===== src/sv/xkbc_pkg.sv =====
// Package for the xorshift keystream byte cipher.
// Seed reset values, shift amounts, shared types and the generator step function.
// No dependencies.
package xkbc_pkg;

  localparam int unsigned NumSeeds  = 4;
  localparam int unsigned WordW     = 32;
  localparam int unsigned ByteW     = 8;
  localparam int unsigned AddrW     = 4;

  localparam int unsigned ShiftA    = 11;
  localparam int unsigned ShiftB    = 8;
  localparam int unsigned ShiftC    = 19;

  localparam logic [WordW-1:0] Seed0Rst = 32'h075B_CD15;
  localparam logic [WordW-1:0] Seed1Rst = 32'h159A_55E5;
  localparam logic [WordW-1:0] Seed2Rst = 32'h1F12_3BB5;
  localparam logic [WordW-1:0] Seed3Rst = 32'h174E_897D;

  typedef logic [NumSeeds-1:0][WordW-1:0] words_t;

  // Per-item request from the datapath to the keystream generator.
  typedef struct packed {
    logic fire;     // an item is processed this cycle
    logic restart;  // reload seed and drop the keystream word first
  } kg_req_t;

  // One xorshift128 step: returns the new word set, newest word in [3].
  function automatic words_t xs_step(input words_t w);
    logic [WordW-1:0] t;
    logic [WordW-1:0] n;
    words_t           r;
    t    = w[0] ^ (w[0] << ShiftA);
    n    = t ^ (t >> ShiftB) ^ w[3] ^ (w[3] >> ShiftC);
    r[0] = w[1];
    r[1] = w[2];
    r[2] = w[3];
    r[3] = n;
    return r;
  endfunction

endpackage


===== src/sv/xkbc_cfg_regs.sv =====
// APB-style register file holding the four generator seed words.
// Depends on xkbc_pkg.
module xkbc_cfg_regs (
  input  logic                         clk_i,
  input  logic                         rst_ni,
  input  logic                         psel,
  input  logic                         penable,
  input  logic                         pwrite,
  input  logic [xkbc_pkg::AddrW-1:0]   paddr,
  input  logic [xkbc_pkg::WordW-1:0]   pwdata,
  output logic [xkbc_pkg::WordW-1:0]   prdata,
  output logic                         pready,
  output xkbc_pkg::words_t             seed_o
);

  xkbc_pkg::words_t seed_q;
  logic             wr_en;
  logic [1:0]       reg_idx;

  assign pready  = 1'b1;
  assign wr_en   = psel && penable && pwrite;
  assign reg_idx = paddr[3:2];
  assign prdata  = seed_q[reg_idx];
  assign seed_o  = seed_q;

  always_ff @(posedge clk_i or negedge rst_ni) begin
    if (!rst_ni) begin
      seed_q[0] <= xkbc_pkg::Seed0Rst;
      seed_q[1] <= xkbc_pkg::Seed1Rst;
      seed_q[2] <= xkbc_pkg::Seed2Rst;
      seed_q[3] <= xkbc_pkg::Seed3Rst;
    end else if (wr_en) begin
      seed_q[reg_idx] <= pwdata;
    end
  end

endmodule


===== src/sv/xkbc_keygen.sv =====
// Keystream generator: xorshift128 state plus the partly used keystream word.
// Depends on xkbc_pkg.
module xkbc_keygen (
  input  logic                          clk_i,
  input  logic                          rst_ni,
  input  xkbc_pkg::kg_req_t             req_i,
  input  xkbc_pkg::words_t              seed_i,
  output logic [xkbc_pkg::ByteW-1:0]    key_byte_o
);

  xkbc_pkg::words_t              gen_q, gen_d;
  logic [xkbc_pkg::WordW-1:0]    stream_q, stream_d;
  xkbc_pkg::words_t              gen_base;
  logic [xkbc_pkg::WordW-1:0]    stream_base;
  xkbc_pkg::words_t              gen_next;
  logic [xkbc_pkg::WordW-1:0]    stream_cur;

  // Restart first, then refill when the word is used up (zero).
  always_comb begin
    gen_base    = req_i.restart ? seed_i : gen_q;
    stream_base = req_i.restart ? '0 : stream_q;
    gen_next    = xkbc_pkg::xs_step(gen_base);
    if (stream_base == '0) begin
      gen_d      = gen_next;
      stream_cur = gen_next[3];
    end else begin
      gen_d      = gen_base;
      stream_cur = stream_base;
    end
    stream_d   = stream_cur >> xkbc_pkg::ByteW;
    key_byte_o = stream_cur[xkbc_pkg::ByteW-1:0];
  end

  always_ff @(posedge clk_i or negedge rst_ni) begin
    if (!rst_ni) begin
      gen_q[0] <= xkbc_pkg::Seed0Rst;
      gen_q[1] <= xkbc_pkg::Seed1Rst;
      gen_q[2] <= xkbc_pkg::Seed2Rst;
      gen_q[3] <= xkbc_pkg::Seed3Rst;
      stream_q <= '0;
    end else if (req_i.fire) begin
      gen_q    <= gen_d;
      stream_q <= stream_d;
    end
  end

  // Restart always forces a step, so the seed shows up shifted by one word.
  a_restart_steps: assert property (@(posedge clk_i) disable iff (!rst_ni)
    req_i.fire && req_i.restart |=>
      gen_q[0] == $past(seed_i[1]) && gen_q[2] == $past(seed_i[3]))
    else $error("restart did not reload and step the generator");

  a_idle_holds: assert property (@(posedge clk_i) disable iff (!rst_ni)
    !req_i.fire |=> $stable(gen_q) && $stable(stream_q))
    else $error("generator state moved without an item");

  a_no_early_step: assert property (@(posedge clk_i) disable iff (!rst_ni)
    req_i.fire && !req_i.restart && stream_q != '0 |=>
      gen_q == $past(gen_q))
    else $error("generator stepped while keystream bytes remained");

endmodule


===== src/sv/xorshift_keystream_byte_cipher_top.sv =====
// Top level of the xorshift keystream byte cipher.
// Depends on xkbc_pkg, xkbc_cfg_regs and xkbc_keygen.
//
// Usage:
//   Input stream (s_axis_*): one byte per item in tdata; tuser carries the
//   restart flag, which reloads the generator from the seed registers and
//   drops the current keystream word before this byte is transformed.
//   Output stream (m_axis_*): one transformed byte per input item, in order.
//   The same block encrypts and decrypts.
//   Config port (APB): four 32-bit seed words at byte addresses 0, 4, 8, 12.
//   A seed write only takes effect at the next restart; write while idle.
// Timing:
//   An accepted item sits in the input register, is combined with the
//   keystream as it moves to the output register and then shows on m_axis.
//   Throughput is one item per cycle unless m_axis_tready stalls; the limit
//   is the combinational generator step plus XOR between the registers.
// Reset: seed registers take their default values, the generator is loaded
//   from them and the keystream word is cleared; both streams come up empty.
// Stall: when m_axis_tready is low the output register holds, the input
//   register fills, and s_axis_tready drops until the output drains.
module xorshift_keystream_byte_cipher_top (
  input  logic                        clk_i,
  input  logic                        rst_ni,
  // input item stream
  input  logic                        s_axis_tvalid,
  output logic                        s_axis_tready,
  input  logic [7:0]                  s_axis_tdata,   // [7:0] data_byte
  input  logic                        s_axis_tuser,   // [0] restart
  // result item stream
  output logic                        m_axis_tvalid,
  input  logic                        m_axis_tready,
  output logic [7:0]                  m_axis_tdata,   // [7:0] out_byte
  // configuration
  input  logic                        psel,
  input  logic                        penable,
  input  logic                        pwrite,
  input  logic [xkbc_pkg::AddrW-1:0]  paddr,
  input  logic [xkbc_pkg::WordW-1:0]  pwdata,
  output logic [xkbc_pkg::WordW-1:0]  prdata,
  output logic                        pready
);

  xkbc_pkg::words_t             seed;
  xkbc_pkg::kg_req_t            kg_req;
  logic [xkbc_pkg::ByteW-1:0]   key_byte;

  // Input register stage
  logic                         in_valid_q, in_valid_d;
  logic [xkbc_pkg::ByteW-1:0]   in_byte_q;
  logic                         in_restart_q;
  // Output register stage
  logic                         out_valid_q, out_valid_d;
  logic [xkbc_pkg::ByteW-1:0]   out_byte_q;

  logic s_fire;
  logic advance;  // input stage item moves into the output register

  xkbc_cfg_regs u_cfg (
    .clk_i   (clk_i),
    .rst_ni  (rst_ni),
    .psel    (psel),
    .penable (penable),
    .pwrite  (pwrite),
    .paddr   (paddr),
    .pwdata  (pwdata),
    .prdata  (prdata),
    .pready  (pready),
    .seed_o  (seed)
  );

  assign advance       = in_valid_q && (!out_valid_q || m_axis_tready);
  assign s_axis_tready = !in_valid_q || advance;
  assign s_fire        = s_axis_tvalid && s_axis_tready;

  assign kg_req.fire    = advance;
  assign kg_req.restart = in_restart_q;

  xkbc_keygen u_keygen (
    .clk_i      (clk_i),
    .rst_ni     (rst_ni),
    .req_i      (kg_req),
    .seed_i     (seed),
    .key_byte_o (key_byte)
  );

  always_comb begin
    if (s_fire) begin
      in_valid_d = 1'b1;
    end else if (advance) begin
      in_valid_d = 1'b0;
    end else begin
      in_valid_d = in_valid_q;
    end
    if (advance) begin
      out_valid_d = 1'b1;
    end else if (m_axis_tready) begin
      out_valid_d = 1'b0;
    end else begin
      out_valid_d = out_valid_q;
    end
  end

  always_ff @(posedge clk_i or negedge rst_ni) begin
    if (!rst_ni) begin
      in_valid_q  <= 1'b0;
      out_valid_q <= 1'b0;
    end else begin
      in_valid_q  <= in_valid_d;
      out_valid_q <= out_valid_d;
    end
  end

  // Payload registers, no reset needed.
  always_ff @(posedge clk_i) begin
    if (s_fire) begin
      in_byte_q    <= s_axis_tdata;
      in_restart_q <= s_axis_tuser;
    end
    if (advance) begin
      out_byte_q <= in_byte_q ^ key_byte;
    end
  end

  assign m_axis_tvalid = out_valid_q;
  assign m_axis_tdata  = out_byte_q;

  a_advance_fills_out: assert property (@(posedge clk_i) disable iff (!rst_ni)
    advance |=> out_valid_q)
    else $error("processed item did not reach the output register");

  a_blocked_input_holds: assert property (@(posedge clk_i) disable iff (!rst_ni)
    in_valid_q && !advance |=> in_valid_q && $stable(in_byte_q))
    else $error("stalled input stage lost its item");

  a_full_stall_blocks: assert property (@(posedge clk_i) disable iff (!rst_ni)
    in_valid_q && out_valid_q && !m_axis_tready |-> !s_axis_tready)
    else $error("input accepted with both stages full and stalled");

endmodule


===== config.mk =====
export PLATFORM = sky130hd
export DESIGN_NAME = xorshift_keystream_byte_cipher_top
export DESIGN_NICKNAME = d
export VERILOG_FILES = /design/src/sv/xkbc_pkg.sv /design/src/sv/xkbc_cfg_regs.sv /design/src/sv/xkbc_keygen.sv /design/src/sv/xorshift_keystream_byte_cipher_top.sv
export SDC_FILE = /design/constraint.sdc
export NUM_CORES = 1
export LEC_CHECK = 0
export BUFFER_PORTS_ARGS = -buffer_cell sky130_fd_sc_hd__clkbuf_2
export CORE_ASPECT_RATIO = 0.75
export CORE_MARGIN = 2
export CORE_UTILIZATION = 40
export CTS_CLUSTER_SIZE = 12
export DETAILED_ROUTE_END_ITERATION = 8
export PLACE_DENSITY_LB_ADDON = 0.3
export SYNTH_ARGS = -nofsm -noshare
export SYNTH_HDL_FRONTEND = slang
export SYNTH_SLANG_ARGS = --single-unit

===== constraint.sdc =====
create_clock -name clk_i -period 2.81 [get_ports clk_i]
set_input_delay 0.562 -clock clk_i [delete_from_list [all_inputs] [get_ports clk_i]]
set_output_delay 0.562 -clock clk_i [all_outputs]
set_load 0.02 [all_outputs]

==> impl_metrics.tcl <==
set metrics [dict create \
    status "finished clean" \
    ir_drop_v 0.0005956 \
    layout_commonest_cell "o22ai_1" \
    synthDistinctLibCells 54 \
    final_util 0.4652 \
    min_period_over_period 0.8669 \
    cp-end-kind "flip-flop" \
    setup_viol 0 \
    cp.arrival_ns 2.91 \
    power_mw 17.35 \
    fin_crit_ns 2.436 \
    grt_first_pass_wirelength_mm 68.94 \
    ys.warnings.count 0 \
    crit_path_cell_trace "nor4_2, and4_1, nand3_4, buf_4, o22ai_1, a21oi_1" \
    seqCellArea_um2 7732 \
    setup_ws_ns 0.3741 \
    post-cts-setup-buffers 0 \
    timing.fmax_mhz 410.5 \
    final.fill_count 3437 \
    ys_seq_area_frac 0.5020 \
    wl_per_cell_um 24.20 \
    synth_area_leaders "dfrtp_1 (24%), dfstp_2 (23%), mux2_2 (10%), o22ai_1 (7.3%), mux4_2 (4.7%)" \
    p_comb_frac 0.338 \
    multi_input_area_um2 7231 \
    htree_levels 1 \
    p_seq_frac 0.429 \
    drt_iter0_drc 1166 \
    rsz0062_at_grt "false" \
    firstDrtPassIters 5 \
    place.gp.congestion 0.8930 \
    criticalPathCategory "flip-flop to flip-flop" \
    cp_max_fo 35 \
    antenna_found_initial 0 \
    coreArea_um2 38090 \
    grt_usage 0.2253 \
    p_sw_frac 0.3594 \
    final_nets 1383 \
    die_x_um 230.6 \
    dieArea_um2 40110 \
    syn2layout_area_growth_pct 15.03 \
    fp.dieH_um 173.9 \
    slew_headroom 0.6057 \
    pre_cts_ws_ns 0.3737 \
    clock-sinks 299 \
    syn_avg_cell_area_um2 12.29 \
    grt_max_degree 78 \
    root_buffer "clkbuf_16" \
    clockBufferDepth 3 \
    tightest_slew_ns 0.5915 \
    rows 62 \
    synth-main-ff-cell "dfrtp_1" \
    hold_viol_final 0 \
    pwr-share-clk 0.234 \
    yosysTopAreaCell "dfrtp_1" \
    antenna_left 0 \
    crit_required_ns 3.29 \
    io_buffers 91 \
    drc 0 \
    final_layout_size_suffix_gt1_frac 0.3842 \
    grt.overflow.total 0 \
    fin_setup_tns_ns 0 \
    start_kind "flip-flop" \
    async_reset_ff_frac 0.9431 \
    ios 95 \
    finClkSkew_ns 0.02901 \
    synth.ff_latch_count 299 \
    drv_cap 0 \
    grt_pass1_vias 10980 \
    crit_path_max_incr_delay_ns 0.56 \
    p_leak_nw 7.226 \
    insertion_delay_ns 0.60 \
    vias 11260 \
    syn-num-nets 1305 \
    wl_mm 45.21 \
    layout_common_cells "o22ai_1 (180), dfrtp_1 (150), mux2_2 (138), dfstp_2 (132), a21oi_1 (93)" \
    cp_top_family "simple AND/OR/NAND/NOR gates" \
    p_per_area_nw_per_um2 979.0 \
    hold_path.class "input port to flip-flop" \
    synth_edf_count 17 \
    cts_tree "yes" \
    p_int_mw 11.11 \
    clk_pin_slew_worst_paths_ns 0.07 \
    viasPerCell 6.028 \
    crit_buf_inv 1 \
    cpMaxStageDelayCell "and4_1" \
    yosys.area.top_type_share 0.2437 \
    syn-cell-area_um2 15400 \
    switching_power_mw 6.235 \
    diodes 0 \
    synth_cells 1253 \
    drv_slew 0 \
    initial_utilization 0.4044 \
    hpwl_mm 31.00 \
    numCtsBuffers 31 \
]
==> logic make-up (layout without fill, tap and decap cells) <==
group / after synthesis / count (layout) / share of synthesized area
other cells: 1 / 1 / 0.0002435
xor+xnor: 144 / 144 / 0.09796
flops: 299 / 299 / 0.5020
mux: 226 / 226 / 0.1860
compound gates: 390 / 390 / 0.1504
simple gates: 85 / 85 / 0.03217
buf+inv: 108 / 211 / 0.03127
==> synthesized netlist by cell type (5+ instances only) <==
cell / count
buf_4: 5
xor2_1: 64
o21ai_0: 62
nor2_1: 13
nor3_1: 8
edfxtp_1: 17
o22ai_1: 180
and2_1: 10
o2bb2ai_1: 6
dfstp_2: 132
clkbuf_1: 56
a21oi_1: 94
a22oi_1: 18
nand3_1: 5
mux2i_1: 49
o31ai_1: 8
xnor3_1: 18
nand2_1: 21
buf_1: 9
dfrtp_1: 150
a31oi_1: 13
mux4_2: 32
buf_2: 33
mux2_2: 138
xnor2_1: 62
==> layer usage <==
metal  global-route usage  up-vias  wire length (um)
met2               0.3299      394             19860
met5                    0        -                 0
met4              0.05430        0              1127
met1               0.3378     5881             20810
met3              0.05151       66              3409
li1                     -     4920                 -
==> worst reg2reg max path, cell delays in order, from the launching register on <==
cell and delay (ns):
dfrtp_1 0.40, nor4_2 0.52, and4_1 0.56, nand3_4 0.24, buf_4 0.33, o22ai_1 0.20
a21oi_1 0.09
==> area by class of cell <==
class | instances | share of cell area
clock inverters | 6 | 0.004096
inverters | 2 | 0.0008474
flip-flops and latches | 299 | 0.4364
clock buffers | 52 | 0.05127
multi-input cells | 846 | 0.4081
repair buffers | 151 | 0.06313
well taps | 512 | 0.03616
==> worst paths after layout <==
check                                startpoint             endpoint  slack, ns  depth (start not counted)
setup reg to reg           u_keygen.stream_q[0]    u_keygen.gen_q[7]       0.37                          6
max in group asynchronous                rst_ni   u_keygen.gen_q[34]       1.57                          3
hold reg to reg             u_keygen.gen_q[124]  u_keygen.gen_q[124]       0.49                          1
min in group asynchronous                rst_ni    u_cfg.seed_o[103]       0.45                          2
hold / removal                  s_axis_tdata[4]         in_byte_q[4]       0.17                          1
setup / recovery           u_keygen.stream_q[0]    u_keygen.gen_q[7]       0.37                          6
==> sequential cells by signal, indices dropped and copies added (netlist names) <==
signal / cells
u_cfg.seed_o: 128
m_axis_tvalid: 1
in_byte_q: 8
u_keygen.stream_q: 24
in_valid_q: 1
in_restart_q: 1
u_keygen.gen_q: 128
m_axis_tdata: 8
==> per-stage QoR <==
step	std cells	hold slack [ns]	instance area, um^2
5_1_grt	1868	0.1519	17720
6_report	1868	0.1661	17720
4_1_cts	1868	0.1472	17720
3_5_place_dp	1809	0.4798	16730
3_3_place_gp	1809	0.4762	16730
2_1_floorplan	1253	0.2664	15400
==> timing repair <==
action | 4_1_cts | 5_1_grt
endpoints found under the hold margin | 20 | 0
gates resized for setup | 0 | 0
hold buffers | 1 | 0
==> power by group through the flow <==
stage	sequential [mW]	combinational, mW	clock, mW
6_report	7.44	5.86	4.05
5_1_grt	7.56	6.31	4.30
4_1_cts	7.38	5.79	4.15
3_5_place_dp	7.45	5.76	0
3_3_place_gp	7.39	5.63	0
2_1_floorplan	6.82	4.16	0
Note: power is estimated with default switching activity, not from simulation.
